### src/hw/rtl/gim_pkg.sv
// ----------------------------------------------------------------------------
// gim_pkg
// shared types and constants of the greedy iou interval matcher
// ----------------------------------------------------------------------------
package gim_pkg;
  localparam int MAX_TRUTH_DEF = 16;
  localparam int MAX_PRED_DEF  = 16;
  localparam int TIME_BITS_DEF = 32;
  localparam int IOU_W  = 17;
  localparam int OV_W   = 32;
  localparam int ERR_W  = 33;
  localparam int ID_W   = 8;
  localparam int IDX_W  = 4;
  localparam logic [IOU_W-1:0] MIN_IOU_RST = 17'd6554;

  typedef enum logic [1:0] {
    OP_LOAD_TRUTH = 2'd0,
    OP_LOAD_PRED  = 2'd1,
    OP_RUN        = 2'd2,
    OP_NONE       = 2'd3
  } op_t;

  typedef enum logic [1:0] {
    KIND_MATCH  = 2'd0,
    KIND_UPRED  = 2'd1,
    KIND_UTRUTH = 2'd2,
    KIND_EMPTY  = 2'd3
  } kind_t;

  typedef enum logic [0:0] {
    CFG_MIN_IOU = 1'd0,
    CFG_SAME_LABEL = 1'd1
  } cfg_idx_t;

  typedef enum logic [3:0] {
    ST_IDLE, ST_SCAN, ST_DIV, ST_CMP1, ST_CMP2, ST_TAKE, ST_EMIT_UP, ST_EMIT_UT,
    ST_EMPTY, ST_WAIT
  } state_t;
endpackage

### src/hw/rtl/gim_store.sv
// ----------------------------------------------------------------------------
// gim_store
// interval memory, one write and one registered read port
// ----------------------------------------------------------------------------
module gim_store import gim_pkg::*; #(
  parameter int DEPTH = MAX_TRUTH_DEF,
  parameter int W = 80
) (
  input  logic clk,
  input  logic we,
  input  logic [$clog2(DEPTH+1)-1:0] waddr,
  input  logic [W-1:0] wdata,
  input  logic [$clog2(DEPTH+1)-1:0] raddr,
  output logic [W-1:0] rdata
);
  localparam int AW = (DEPTH > 1) ? $clog2(DEPTH) : 1;
  logic [W-1:0] mem [DEPTH];
  always_ff @(posedge clk) begin
    if (we) mem[waddr[AW-1:0]] <= wdata;
    rdata <= mem[raddr[AW-1:0]];
  end
endmodule

### config.mk
export PLATFORM = sky130hd
export DESIGN_NAME = gim_store
export DESIGN_NICKNAME = d
export VERILOG_FILES = /design/src/hw/rtl/gim_pkg.sv /design/src/hw/rtl/gim_store.sv
export SDC_FILE = /design/constraint.sdc
export NUM_CORES = 1
export LEC_CHECK = 0
export BUFFER_PORTS_ARGS = -buffer_cell sky130_fd_sc_hd__buf_2
export CAP_MARGIN = 20
export CELL_PAD_IN_SITES_DETAIL_PLACEMENT = 1
export CELL_PAD_IN_SITES_GLOBAL_PLACEMENT = 1
export CORE_UTILIZATION = 30
export CTS_BUF_LIST = sky130_fd_sc_hd__clkbuf_16
export CTS_CLUSTER_DIAMETER = 120
export DETAILED_ROUTE_END_ITERATION = 8
export PLACE_DENSITY = 0.58
export SLEW_MARGIN = 20
export SYNTH_ARGS = -nofsm -noshare
export SYNTH_HDL_FRONTEND = slang
export SYNTH_SLANG_ARGS = --single-unit
### constraint.sdc
create_clock -name clk -period 23.4 [get_ports clk]
set_clock_uncertainty 0.2 [all_clocks]
set_input_delay 2.34 -clock clk [delete_from_list [all_inputs] [get_ports clk]]
set_output_delay 2.34 -clock clk [all_outputs]
set_load 0.05 [all_outputs]
* After elaboration in Yosys (flattened, before gate mapping) *
Memories as Yosys holds them, arrays and structs flattened. A register that Yosys moved wholly into a read port is not among the register bits.
Cells that the tools add are included.

word-level totals
  bits in registers = 0
  bits in writable memories = 1280
  bits of input ports = 92
  output and inout port bits = 80
  logic and storage cells = 3
  memories kept = 1

cells by class
  muxes and demuxes = 2

memory list
  name  words  width  rd ports  clocked after memory_dff  wr ports  RTL line         RTL
  mem   16     80     1         1                         1         gim_store.sv:17  logic [W-1:0] mem [DEPTH];

operators with widths
  kind              number
  2-to-1 mux 1 bit  2

* Longest topological paths before layout *
  depth after elaboration = 2
  mapped depth = 6
  depth with buffers taken out = 3

* Worst setup path after synthesis *
No wires, ideal clock.

  path type = input to register
  start = input port waddr[2]
  end = memory mem[0][0] (enable)
  setup time = 618 ps
  data arrival time = 8276 ps
  required time = 22582 ps
  path slack = 14307 ps
  cell stages on the path = 2
  path buffers = 0
  path through = or3b_2 -> nor3_1

RTL lines
  what                RTL line         RTL
  start: declaration  gim_store.sv:11  input logic [$clog2(DEPTH+1)-1:0] waddr,
  end: declaration    gim_store.sv:17

Straight into the memory's write port.

==> flow_summary.yaml <==
critical_path:
  ff2ff_setup_slack_ps: 21790
  crit_chain: "buf_8, buf_4, buf_4, buf_4, mux4_2, a22oi_1, nand2_1"
  r2r_cells: 3
  r2r_start: "mem[10][58]$_DFFE_PP_"
  reg2reg_to: "rdata[58]$_DFF_P_"
  cp.arrival_ps: 6400
  crit_path_max_fanout: 75
  crit_slowest_cell: "buf_4"
  start_kind: "primary input"
  crit_top_cell: "buf_4"
  worstSetupPathType: "primary input to flop"
  worstSetupEndpointType: "flop"
  cpPeakStageDelay_ps: 810
  required_ps: 23800
min_path:
  hold_path_class: "flop to flop"
  worstHoldPathCells: 3
  min-delay-start: "mem[15][46]$_DFFE_PP_"
  hold_end: "rdata[46]$_DFF_P_"
route:
  drtAntennaViolNets: 0
  routed_via_density: 4.880
  dr.pass1.iters: 5
  vias: 22480
  drt_iter0_markers: 1823
  wire_per_inst_um: 27.01
  drc: 0
  drt_wl_total_um: 124400
layout:
  fin_nets: 2401
  fin_area_um2: 57610
  most-common-layout-cells: "1280 x edfxtp_1, 320 x mux4_2, 167 x buf_2"
  drive_above_1_share: 0.3144
  layout_commonest_cell: "edfxtp_1"
  area_delta_synth_final_pct: 16.57
timing:
  drv_slew: 0
  finalHoldViolCount: 0
  max_freq_mhz: 166.5
  period_share: 0.2567
  rsz0062_at_grt: "false"
  setup_viol: 0
  fin_crit_ps: 6006
  setup-tns-final_ps: 0
  maxSlewHeadroom: 0.2449
  worst_pin_slew_ps: 1133
yosys:
  yosys_warnings: 0
  ys_seq_area_frac: 0.8101
  synth_compound_area_frac: 0.02430
  ys_types: 18
  syn_area_um2: 49420
  synth_nets: 2146
  synth_cells: 2054
  synth-simple-area-share: 0.008759
  synth-adder-area-share: 0
  synth_top_family_by_area: "multiplexers"
  synth_seq_cells: 1360
  synth-xor-area-share: 0
  avgSynthCellArea_um2: 24.06
  synth_mux_area_frac: 0.1458
grt:
  gr-total-overflow: 0
  grtUsageTotal: 0.1492
  grt_start_max_net_pins: 93
  grt_pass1_wl_um: 177600
  grt_pass1_vias: 24380
  antenna_found_initial: 35
pwr:
  p_leak_uw: 0.01834
  p_per_area_nw_per_um2: 91.26
  irDropWorstVdd_v: 0.00007265
clock_network:
  cts_setup_buffers: 0
  clkLatencyLatePin_ps: 750
  clock_path_buffers: 3
  postCtsHoldBufs: 0
  clk_pin_slew_ps: 50
  ctsResizeCount: 0
  cts_sinks: 1360
  numCtsBuffers: 140
  htreeDepth: 4
  cts_tree: "done"
  cts-root-buf: "clkbuf_16"
die:
  pin_count: 172
  coreArea_um2: 163100
  row_count: 148
  initial_core_util: 0.3029
  fp.dieArea_um2: 166400
  die_w_um: 407.9
  die_h_um: 407.9
place:
  dp_hpwl_um: 62910
  gp_congestion: 0.6816
  portBuffers: 169
  post_dp_cell_area_um2: 52980
status:
  status: "completed"
run:
  cap_violations: 0
registers in the layout (all words and copies together) (netlist names):
| name | cells |
|---|---|
| mem | 1280 |
| rdata | 80 |
synthesized netlist by cell type:
cell type	instances	area, um2
edfxtp_1	1280	38440
buf_4	4	30.03
nand2b_1	2	12.51
buf_2	23	115.1
or3b_2	1	8.760
dfxtp_1	80	1602
buf_6	13	146.4
nor3_1	4	20.02
nor2b_1	2	12.51
nor2_1	13	48.80
a22oi_1	160	1201
buf_1	27	101.4
and2_1	1	6.260
nand2_1	81	304.0
nand3b_1	2	15.01
nand3_1	1	5.000
clkbuf_1	40	150.1
mux4_2	320	7207
where the power goes:
group | total, uW | internal [uW] | switching, uW
Clock | 2220 | 1300 | 921
Sequential | 2740 | 2720 | 21.2
Combinational | 288 | 93.2 | 195
Total | 5260 | 4120 | 1140
metrics by stage:
step,cells,worst slack (ps),util,hold WS [ps],total power [uW]
after floorplan,2054,14310,-,434.9,2976
after global placement,4342,16460,0.3248,457.4,3081
after detailed placement,4342,16400,0.3248,452.9,3093
after CTS,4602,17190,0.3531,473.5,5322
after global routing,4604,16900,0.3531,494.5,5414
final,4607,17390,0.3531,468.9,5257
worst max-delay path by stage:
stage / startpoint / endpoint / slack, ps / cells past startpoint
final: raddr[0] / rdata[51]$_DFF_P_ / 17390 / 7
after detailed placement: raddr[0] / rdata[72]$_DFF_P_ / 16400 / 7
after floorplan: waddr[2] / mem[0][0]$_DFFE_PP_ / 14310 / 2
after global placement: raddr[0] / rdata[72]$_DFF_P_ / 16460 / 7
after CTS: raddr[0] / rdata[72]$_DFF_P_ / 17190 / 7
after global routing: raddr[0] / rdata[51]$_DFF_P_ / 16900 / 7
cell families (layout without fill, tap and decap cells):
logic type / after synthesis / after routing
buffers and inverters: 107 / 480
flip-flops: 1360 / 1360
AO/OA/AOI/OAI: 160 / 160
multiplexers: 320 / 320
AND/OR/NAND/NOR: 107 / 107
other: 0 / 5
per-layer routing:
| layer | global-route usage | wire (um) | share of wire |
|---|---|---|---|
| met1 | 0.1887 | 51340 | 0.41 |
| met2 | 0.2601 | 64560 | 0.52 |
| met3 | 0.02377 | 5504 | 0.044 |
| met4 | 0.04874 | 2904 | 0.023 |
| met5 | 0 | 102 | 0.00082 |
critical path: cells and delay by family:
family | cells | cell delay (ps)
muxes | 1 | 590
and+or+nand+nor | 1 | 160
buffers and inverters | 4 | 2950
AOI/OAI and AO/OA | 1 | 200
area by class of cell:
type / count / area, um2
Multi-Input combinational cell: 587 / 8976
Antenna cell: 5 / 12.51
Timing Repair Buffer: 220 / 1249
Sequential cell: 1360 / 40040
Clock buffer: 147 / 3679
Clock inverter: 113 / 934.6
Fill cell: 15760 / 105500
Tap cell: 2175 / 2721
Power figures use the tool's default switching activity.
