--- config.mk ---
export PLATFORM = sky130hd
export DESIGN_NAME = gim_div
export DESIGN_NICKNAME = d
export VERILOG_FILES = /design/src/hw/rtl/gim_pkg.sv /design/src/hw/rtl/gim_div.sv
export SDC_FILE = /design/constraint.sdc
export NUM_CORES = 1
export LEC_CHECK = 0
export BUFFER_PORTS_ARGS = -buffer_cell sky130_fd_sc_hd__buf_4
export CAP_MARGIN = 40
export CORE_MARGIN = 4
export CORE_UTILIZATION = 25
export CTS_CLUSTER_SIZE = 8
export DETAILED_ROUTE_END_ITERATION = 8
export HOLD_SLACK_MARGIN = 0.02
export PLACE_DENSITY_LB_ADDON = 0.08
export SLEW_MARGIN = 0
export SYNTH_ARGS = -nofsm -noshare
export SYNTH_HDL_FRONTEND = slang
export SYNTH_SLANG_ARGS = --single-unit
--- constraint.sdc ---
create_clock -name clk -period 11.09 [get_ports clk]
set_input_delay 2.218 -clock clk [delete_from_list [all_inputs] [get_ports clk]]
set_output_delay 2.218 -clock clk [all_outputs]
set_load 0.01 [all_outputs]
--- src/hw/rtl/gim_pkg.sv ---
// ----------------------------------------------------------------------------
// gim_pkg
// shared types and constants of the greedy iou interval matcher
// ----------------------------------------------------------------------------
package gim_pkg;
  localparam int MAX_TRUTH_DEF = 16;
  localparam int MAX_PRED_DEF  = 16;
  localparam int TIME_BITS_DEF = 32;
  localparam int IOU_W  = 17;
  localparam int OV_W   = 32;
  localparam int ERR_W  = 33;
  localparam int ID_W   = 8;
  localparam int IDX_W  = 4;
  localparam logic [IOU_W-1:0] MIN_IOU_RST = 17'd6554;

  typedef enum logic [1:0] {
    OP_LOAD_TRUTH = 2'd0,
    OP_LOAD_PRED  = 2'd1,
    OP_RUN        = 2'd2,
    OP_NONE       = 2'd3
  } op_t;

  typedef enum logic [1:0] {
    KIND_MATCH  = 2'd0,
    KIND_UPRED  = 2'd1,
    KIND_UTRUTH = 2'd2,
    KIND_EMPTY  = 2'd3
  } kind_t;

  typedef enum logic [0:0] {
    CFG_MIN_IOU = 1'd0,
    CFG_SAME_LABEL = 1'd1
  } cfg_idx_t;

  typedef enum logic [3:0] {
    ST_IDLE, ST_SCAN, ST_DIV, ST_CMP1, ST_CMP2, ST_TAKE, ST_EMIT_UP, ST_EMIT_UT,
    ST_EMPTY, ST_WAIT
  } state_t;
endpackage

--- src/hw/rtl/gim_div.sv ---
// ----------------------------------------------------------------------------
// gim_div
// restoring divider, one quotient bit per cycle, for (ov << 16) / union
// ----------------------------------------------------------------------------
module gim_div import gim_pkg::*; #(
  parameter int TB = TIME_BITS_DEF
) (
  input  logic clk,
  input  logic rst,
  input  logic go,
  input  logic [TB-1:0] ov,
  input  logic [TB:0] un,
  output logic busy,
  output logic [IOU_W-1:0] q
);
  localparam int NW = TB + 17;
  localparam int CW = $clog2(NW + 1);
  logic [NW-1:0] num;
  logic [TB+1:0] rem;
  logic [TB:0] den;
  logic [CW-1:0] cnt;
  logic [TB+1:0] trial;
  logic [NW-1:0] quo;

  assign trial = {rem[TB:0], num[NW-1]};
  assign q = (quo[NW-1:IOU_W] != '0) ? {IOU_W{1'b1}} : quo[IOU_W-1:0];

  always_ff @(posedge clk) begin
    if (rst) begin
      busy <= 1'b0;
      cnt <= '0;
    end else if (go) begin
      busy <= 1'b1;
      cnt <= CW'(NW);
      num <= {1'b0, ov, 16'd0};
      den <= un;
      rem <= '0;
      quo <= '0;
    end else if (busy) begin
      num <= {num[NW-2:0], 1'b0};
      if (trial >= {1'b0, den}) begin
        rem <= trial - {1'b0, den};
        quo <= {quo[NW-2:0], 1'b1};
      end else begin
        rem <= trial;
        quo <= {quo[NW-2:0], 1'b0};
      end
      cnt <= cnt - 1'b1;
      if (cnt == CW'(1)) busy <= 1'b0;
    end
  end
endmodule

### After elaboration in Yosys (flattened, before gate mapping)

Index checks and enable logic that the tools add are counted.
W data, S select, Z words.

| cells by class | value |
|---|---|
| mux-type cells | 12 |
| div/mod/pow operators | 0 |
| bitwise operators | 1 |
| $lt $le $gt $ge | 1 |
| equal/unequal tests | 1 |
| reductions and logical operators | 5 |
| add/subtract/negate cells | 2 |
| shift-type cells | 0 |
| $mul | 0 |

Operator list:

| kind | number |
|---|---|
| $mux W49 | 2 |
| $mux W33 | 2 |
| $mux W48 | 1 |
| $ge A34 B33 Y1 | 1 |
| $sub A33 B33 Y33 | 1 |
| $reduce_bool A32 Y1 | 1 |
| $mux W17 | 1 |
| $mux W6 | 2 |
| $eq A6 B1 Y1 const B | 1 |
| $sub A6 B1 Y6 const B | 1 |
| $mux W1 | 4 |
| $reduce_and A2 Y1 | 2 |
| $reduce_bool A2 Y1 | 1 |
| $reduce_or A2 Y1 | 1 |
| $not A1 Y1 | 1 |

| storage, ports and cells | value |
|---|---|
| bits in latches | 0 |
| flip-flop bits (word level) | 170 |
| memory bits (read-only) | 0 |
| bits in writable memories | 0 |
| memories | 0 |
| output and inout port bits | 18 |

### Longest topological paths before layout

Gate-level depths: netlist (run 1).

| depth | value |
|---|---|
| depth after elaboration | 4 |
| depth in mapped cells | 14 |

### Worst setup path after synthesis (run 1)

No wires, ideal clock.

| timing path | value |
|---|---|
| kind | in2reg |
| start | input port go |
| end | register num[16] (enable) |
| stages | 4 |
| path buffers | 2 |
| setup time | 0.590 ns |
| setup slack | 2.864 ns |
| arrival time | 7.636 ns |
| cell sequence | clkbuf_1 clkbuf_1 nor2_1 nor2_1 |

| on the way | value |
|---|---|
| word-level cells in the longest chain between the ends | 2 |

Ends and longest elaborated chain:

| item | RTL line | RTL |
|---|---|---|
| from (decl) | gim_div.sv:10 | `input logic go,` |
| $reduce_bool A2 Y1 (no source line) | n/a |  |
| $reduce_and A2 Y1 (no source line) | n/a |  |
| to (signal assigned) | gim_div.sv:35 | `num <= {1'b0, ov, 16'd0};` |
| to (signal assigned) | gim_div.sv:40 | `num <= {num[NW-2:0], 1'b0};` |
| to (decl) | gim_div.sv:18 | `logic [NW-1:0] num;` |

No other way between the ends.
A chain may end at the register's enable or synchronous reset.

### Worst setup path in the final report (run 1)

| timing path | value |
|---|---|
| start | register quo[42] |
| end | output port q[16] |

| on the way | value |
|---|---|
| word-level cells in the longest chain between the ends | 2 |

Ends and longest elaborated chain:

| item | RTL line | RTL |
|---|---|---|
| from (decl) | gim_div.sv:23 | `logic [NW-1:0] quo;` |
| from (signal assigned) | gim_div.sv:43 | `quo <= {quo[NW-2:0], 1'b1};` |
| from (signal assigned) | gim_div.sv:46 | `quo <= {quo[NW-2:0], 1'b0};` |
| $reduce_bool A32 Y1 | gim_div.sv:26 | `assign q = (quo[NW-1:IOU_W] != '0) ? {IOU_W{1'b1}} : quo[IOU_W-1:0];` |
| $mux W17 | gim_div.sv:26 |  |
| to (decl) | gim_div.sv:14 | `output logic [IOU_W-1:0] q` |

No other way between the ends.

==> flow_summary.json, run 1 <==
{
  "layout-drive-gt1-share_pct": 19.68,
  "dieWidth_um": 189.1,
  "critPathLaunchType": "register",
  "syn_nets": 836,
  "final.min_clock_period_ns": 4.619,
  "clockPowerShare_pct": 36.8,
  "yosys_warnings": 0,
  "wire_per_inst_um": 15.41,
  "worstPathArrival_ns": 2.40,
  "cp-end-kind": "primary output",
  "comb_power_share_pct": 19.8,
  "p_int_mw": 1.188,
  "core_area_mm2": 0.03245,
  "slowest_stage": "or3_1",
  "vias_per_cell": 4.519,
  "ir_drop_mv": 0.1118,
  "antenna_found_initial": 0,
  "drc_errors": 0,
  "clockRootBuffer": "clkbuf_16",
  "fin_area_mm2": 0.009963,
  "timing_worst_slew_pin_value_ns": 0.8157,
  "switching_share_pct": 28.21,
  "grt_overflow": 0,
  "grt_max_degree": 69,
  "yosysTopAreaCellShare_pct": 54.19,
  "synthCells": 732,
  "synth-seq-cells": 155,
  "grt_pass1_wl_mm": 31.81,
  "cts_sinks": 155,
  "cp_max_fo": 17,
  "status": "finished, final reports clean",
  "wirelength_mm": 19.42,
  "max-cap-violations": 0,
  "cp_cell_sequence": "nor4_1, nand4_1, or3_1, buf_4",
  "die-area_mm2": 0.03577,
  "slew_headroom_pct": 45.49,
  "antenna_cells": 0,
  "fin_util_pct": 30.70,
  "finalMaxSlewViolations": 0,
  "dr.first_iter.drc_count": 376,
  "hold_class": "reg2reg",
  "place_area_mm2": 0.009368,
  "synth_area_mm2": 0.008202,
  "num_vias": 5694,
  "fillerInstances": 3362,
  "post_cts_resized": 0,
  "seq_area_frac_synth_pct": 55.90,
  "cts_tree": "built",
  "grt_setup_unrepaired": "false",
  "p_leak_nw": 3.753,
  "path_clk_slew_ns": 0.07,
  "die_h_um": 189.1,
  "grt_pass1_vias": 6053,
  "postSynth.asyncResetShare_pct": 0,
  "final_cell_mix": "edfxtp_1 (148), buf_4 (89), nand2_1 (70), a21oi_1 (67), nor2b_1 (52)",
  "dr.pass1.iters": 4,
  "start_util_pct": 25.27,
  "detail-route-antenna-nets": 0,
  "seqPwrFrac_pct": 43.4,
  "ctsHoldBuffers": 0,
  "grt_usage_pct": 10.96,
  "max_stage_delay_ns": 0.56,
  "h-tree-depth": 4,
  "worst_skew_pair.late_latency_ns": 0.43,
  "area.sequential_mm2": 0.004584,
  "place_hpwl_mm": 13.37,
  "p_sw_mw": 0.4666,
  "area_growth_pct": 21.48,
  "nets": 909,
  "yosys.area.top_type": "edfxtp_1",
  "routabilityCongestion": 0.7586,
  "power.density_mw_per_mm2": 166.0,
  "hold_viol": 0,
  "setup_total_negative_slack_ns": 0,
  "synth.distinct_cells": 53,
  "io_pins": 86,
  "synth_area_per_cell_um2": 11.20,
  "synthTopCellsByArea": "edfxtp_1 (54%), ha_1 (5.3%), mux2_2 (4.7%)",
  "synth_edf_count": 148,
  "setup_viol": 0,
  "fin_worst_skew_ns": 0.01375,
  "max_freq_mhz": 216.5,
  "ys.flop_type": "edfxtp_1",
  "cts_inserted_buffers": 17,
  "io_buffers": 85,
  "worstSetupPathType": "reg2out",
  "crit_required_ns": 8.87,
  "layout_commonest_cell": "edfxtp_1",
  "cts_buffer_depth": 2,
  "rows": 66,
  "period_share_pct": 41.65,
  "cts_setup_buffers": 0,
  "multi_input_area_mm2": 0.003303
}
## kinds of logic after synthesis
kind of cell / count (synthesis) / synth area share, %
xor+xnor: 29 / 3.097
simple gates: 240 / 14.94
buf+inv: 85 / 4.043
fa+ha+maj: 36 / 5.584
compound gates: 153 / 11.78
flops: 155 / 55.90
mux: 34 / 4.668
## registers in the layout (all words and copies together), names as in the netlist
name and cells:
quo 49, den 33, num 33, rem 33
cnt 6, busy 1
## layout make-up
type	instances	share of cell area, %
Clock buffer	22	4.659
Clock inverter	10	1.319
Inverter	47	1.771
Multi-Input combinational cell	492	33.15
Sequential cell	155	46.01
Tap cell	442	5.551
Timing Repair Buffer	92	7.535
## synthesized netlist by cell type, types with 5 or more instances
master and count:
edfxtp_1 148, nand2_1 71, a21oi_1 67, nor2b_1 52, inv_1 46, nor2_1 40, ha_1 35, mux2_2 34
clkbuf_1 30, xnor2_1 22, or3_1 19, o21ai_0 17, a21o_1 15, a211oi_1 13, nand3_1 12, nor4_1 11
nand4_1 10, dfxtp_1 7, xor2_1 7, o21a_1 6, and2_1 5, nor3_1 5
## critical path, delay by kind of cell, from the launching register on
family	cells	cell delay (ns)
buffers and inverters	1	0.16
and+or+nand+nor	3	1.45
DFF	1	0.38
## layer usage
metal | track usage, % | wire (um) | vias up
met3 | 2.931 | 890 | 14
met2 | 17.10 | 8834 | 103
met1 | 15.19 | 9462 | 2770
met5 | 0 | 0 | -
li1 | - | - | 2807
met4 | 2.775 | 232 | 0
## stage by stage
step / total power, mW / hold WS, ns / instances / setup slack [ns]
after floorplan: 0.9665 / 0.4843 / 732 / 2.864
after global placement: 1.053 / 0.5079 / 1225 / 5.556
after detailed placement: 1.060 / 0.5166 / 1228 / 6.025
after CTS: 1.675 / 0.5270 / 1260 / 6.416
after global routing: 1.743 / 0.5626 / 1260 / 6.275
final: 1.654 / 0.5216 / 1260 / 6.471
## worst paths after layout
check / start / to / slack (ns) / cells past startpoint
worst max-delay path: quo[42] / q[16] / 6.47 / 4
worst min-delay path: cnt[1] / cnt[1] / 0.52 / 2
worst min register to register: cnt[1] / cnt[1] / 0.52 / 2
worst max register to register: num[48] / rem[32] / 6.97 / 13
## power groups by stage
stage	clock (mW)	combinational, mW	sequential [mW]
floorplan	0	0.239	0.728
global placement	0	0.322	0.731
detailed placement	0	0.330	0.730
CTS	0.625	0.332	0.719
global route	0.651	0.369	0.723
finish	0.609	0.327	0.718
Power figures use the tool's default switching activity.
==> run 2, diff against run 1 <==
Clock period 11.09 ns to 4.4 ns, I/O delays scaled along.
==> run 2 against run 1 <==
Sequential power grew to 2.5 times the previous value. Flip-flop and latch count is the same. Count of clock-buffer cells in the layout shrank 2. Wire length shrank 1.8%. Design area shrank 0.29%.
==> flow_summary.json, run 2 (synthesis gave the netlist of run 1 again) <==
{
  "setup_viol": 0,
  "fin_worst_skew_ns": 0.007648,
  "start_util_pct": 25.27,
  "dp_cells": 1230,
  "rows": 66,
  "hold_class": "reg2reg",
  "setup_total_negative_slack_ns": 0,
  "h-tree-depth": 4,
  "dr.first_iter.drc_count": 266,
  "io_pins": 86,
  "critPathLaunch": "num[48]",
  "min_path_cells": 2,
  "cp-end-kind": "register",
  "grt_max_degree": 97,
  "r2r_start": "num[48]",
  "p_leak_nw": 3.743,
  "cts_buffer_depth": 2,
  "detail-route-antenna-nets": 0,
  "antenna_cells": 0,
  "crit_required_ns": 4.59,
  "hold_ws_ns": 0.5141,
  "grt_usage_pct": 10.97,
  "ir_drop_mv": 0.2769,
  "drc_errors": 0,
  "num_vias": 5650,
  "die_h_um": 189.1,
  "fin_area_mm2": 0.009935,
  "io_buffers": 85,
  "worstSetupPathType": "reg2reg",
  "place_ws_ns": 0.7380,
  "cp_cell_sequence": "inv_1, ha_1, inv_1, fa_1, a21o_1, a311o_1, a21oi_1, o31ai_1, o2111ai_1, nand2_1, o2111a_1, a311o_1",
  "r2r_setup_slack_ns": 0.69,
  "hp-start": "cnt[1]",
  "grt_pass1_vias": 5967,
  "cp_max_fo": 11,
  "finalMaxSlewViolations": 0,
  "layout-drive-gt1-share_pct": 20.12,
  "largest_reg_flops": 49,
  "period_share_pct": 84.21,
  "max_freq_mhz": 269.9,
  "wire_per_inst_um": 15.10,
  "power.density_mw_per_mm2": 416.6,
  "slowest_stage": "fa_1",
  "wirelength_mm": 19.06,
  "max_stage_delay_ns": 0.43,
  "core_area_mm2": 0.03245,
  "timing_worst_slew_pin_value_ns": 0.8248,
  "status": "finished, final reports clean",
  "cts_sinks": 155,
  "place_area_mm2": 0.009333,
  "max-cap-violations": 0,
  "dieWidth_um": 189.1,
  "area_growth_pct": 21.13,
  "final_cell_mix": "edfxtp_1 (148), buf_4 (93), nand2_1 (71), a21oi_1 (67), nor2b_1 (52)",
  "worst_skew_pair.late_latency_ns": 0.44,
  "ctsHoldBuffers": 0,
  "layout_commonest_cell": "edfxtp_1",
  "critPathLaunchType": "register",
  "power_mw": 4.139,
  "die-area_mm2": 0.03577,
  "cts_setup_buffers": 0,
  "fin_util_pct": 30.61,
  "post_cts_resized": 0,
  "instances_no_fill": 1262,
  "antenna_found_initial": 0,
  "slew_headroom_pct": 45.02,
  "place_hpwl_mm": 13.27,
  "worstPathArrival_ns": 3.89,
  "cts_tree": "built",
  "grt_overflow": 0,
  "dr.pass1.iters": 6,
  "grt_setup_unrepaired": "false",
  "path_clk_slew_ns": 0.07,
  "setup_ws_ns": 0.6948,
  "clockRootBuffer": "clkbuf_16",
  "routabilityCongestion": 0.7675,
  "cts_inserted_buffers": 17,
  "hold_viol": 0,
  "vias_per_cell": 4.477,
  "nets": 911,
  "worstRegToRegCells": 12,
  "largest_register": "quo",
  "grt_pass1_wl_mm": 31.23,
  "final.min_clock_period_ns": 3.705
}
run 2: changes by cell type in the layout (fill, tap and decap cells not counted):
cell	change
inv_6	-1
clkinv_2	+1
clkbuf_16	+1
clkbuf_1	-3
buf_12	+1
buf_16	-3
inv_8	+1
nand2_1	+1
bufinv_16	-1
clkinvlp_4	+2
buf_4	+4
nand2_2	-1
run 2: worst max-delay path: cells and delay by family (launching register included):
family / cells / cell delay, ns
simple gates: 1 / 0.30
fa+ha+maj: 2 / 0.60
flops: 1 / 0.38
buf+inv: 2 / 0.13
compound gates: 7 / 2.04
run 2: path summary, 6_finish.rpt:
check,end
worst max-delay path,rem[32]
worst min-delay path,cnt[1]
worst max register to register,rem[32]
worst min register to register,cnt[1]
run 2: per-layer routing:
layer	up-vias	routed length [um]	GRT usage (%)
met5	-	0	0
met2	101	8835	17.64
met4	0	201	3.447
li1	2812	-	-
met1	2726	8956	13.82
met3	11	1068	4.019
run 2: cell type report:
class	count	area, um^2
clock inverters	12	123.9
inverters	47	176.4
flip-flops and latches	155	4584
repair buffers	94	718.2
multi-input cells	492	3301
fillers	3369	22520
well taps	442	553.0
clock buffers	20	478.0
run 2: where the power goes:
group	total (mW)	leakage [nW]	switching, mW	internal [mW]
Sequential	1.81	1.49	0.0496	1.76
Combinational	0.810	1.97	0.465	0.346
Clock	1.52	0.289	0.661	0.857
Total	4.14	3.74	1.18	2.96
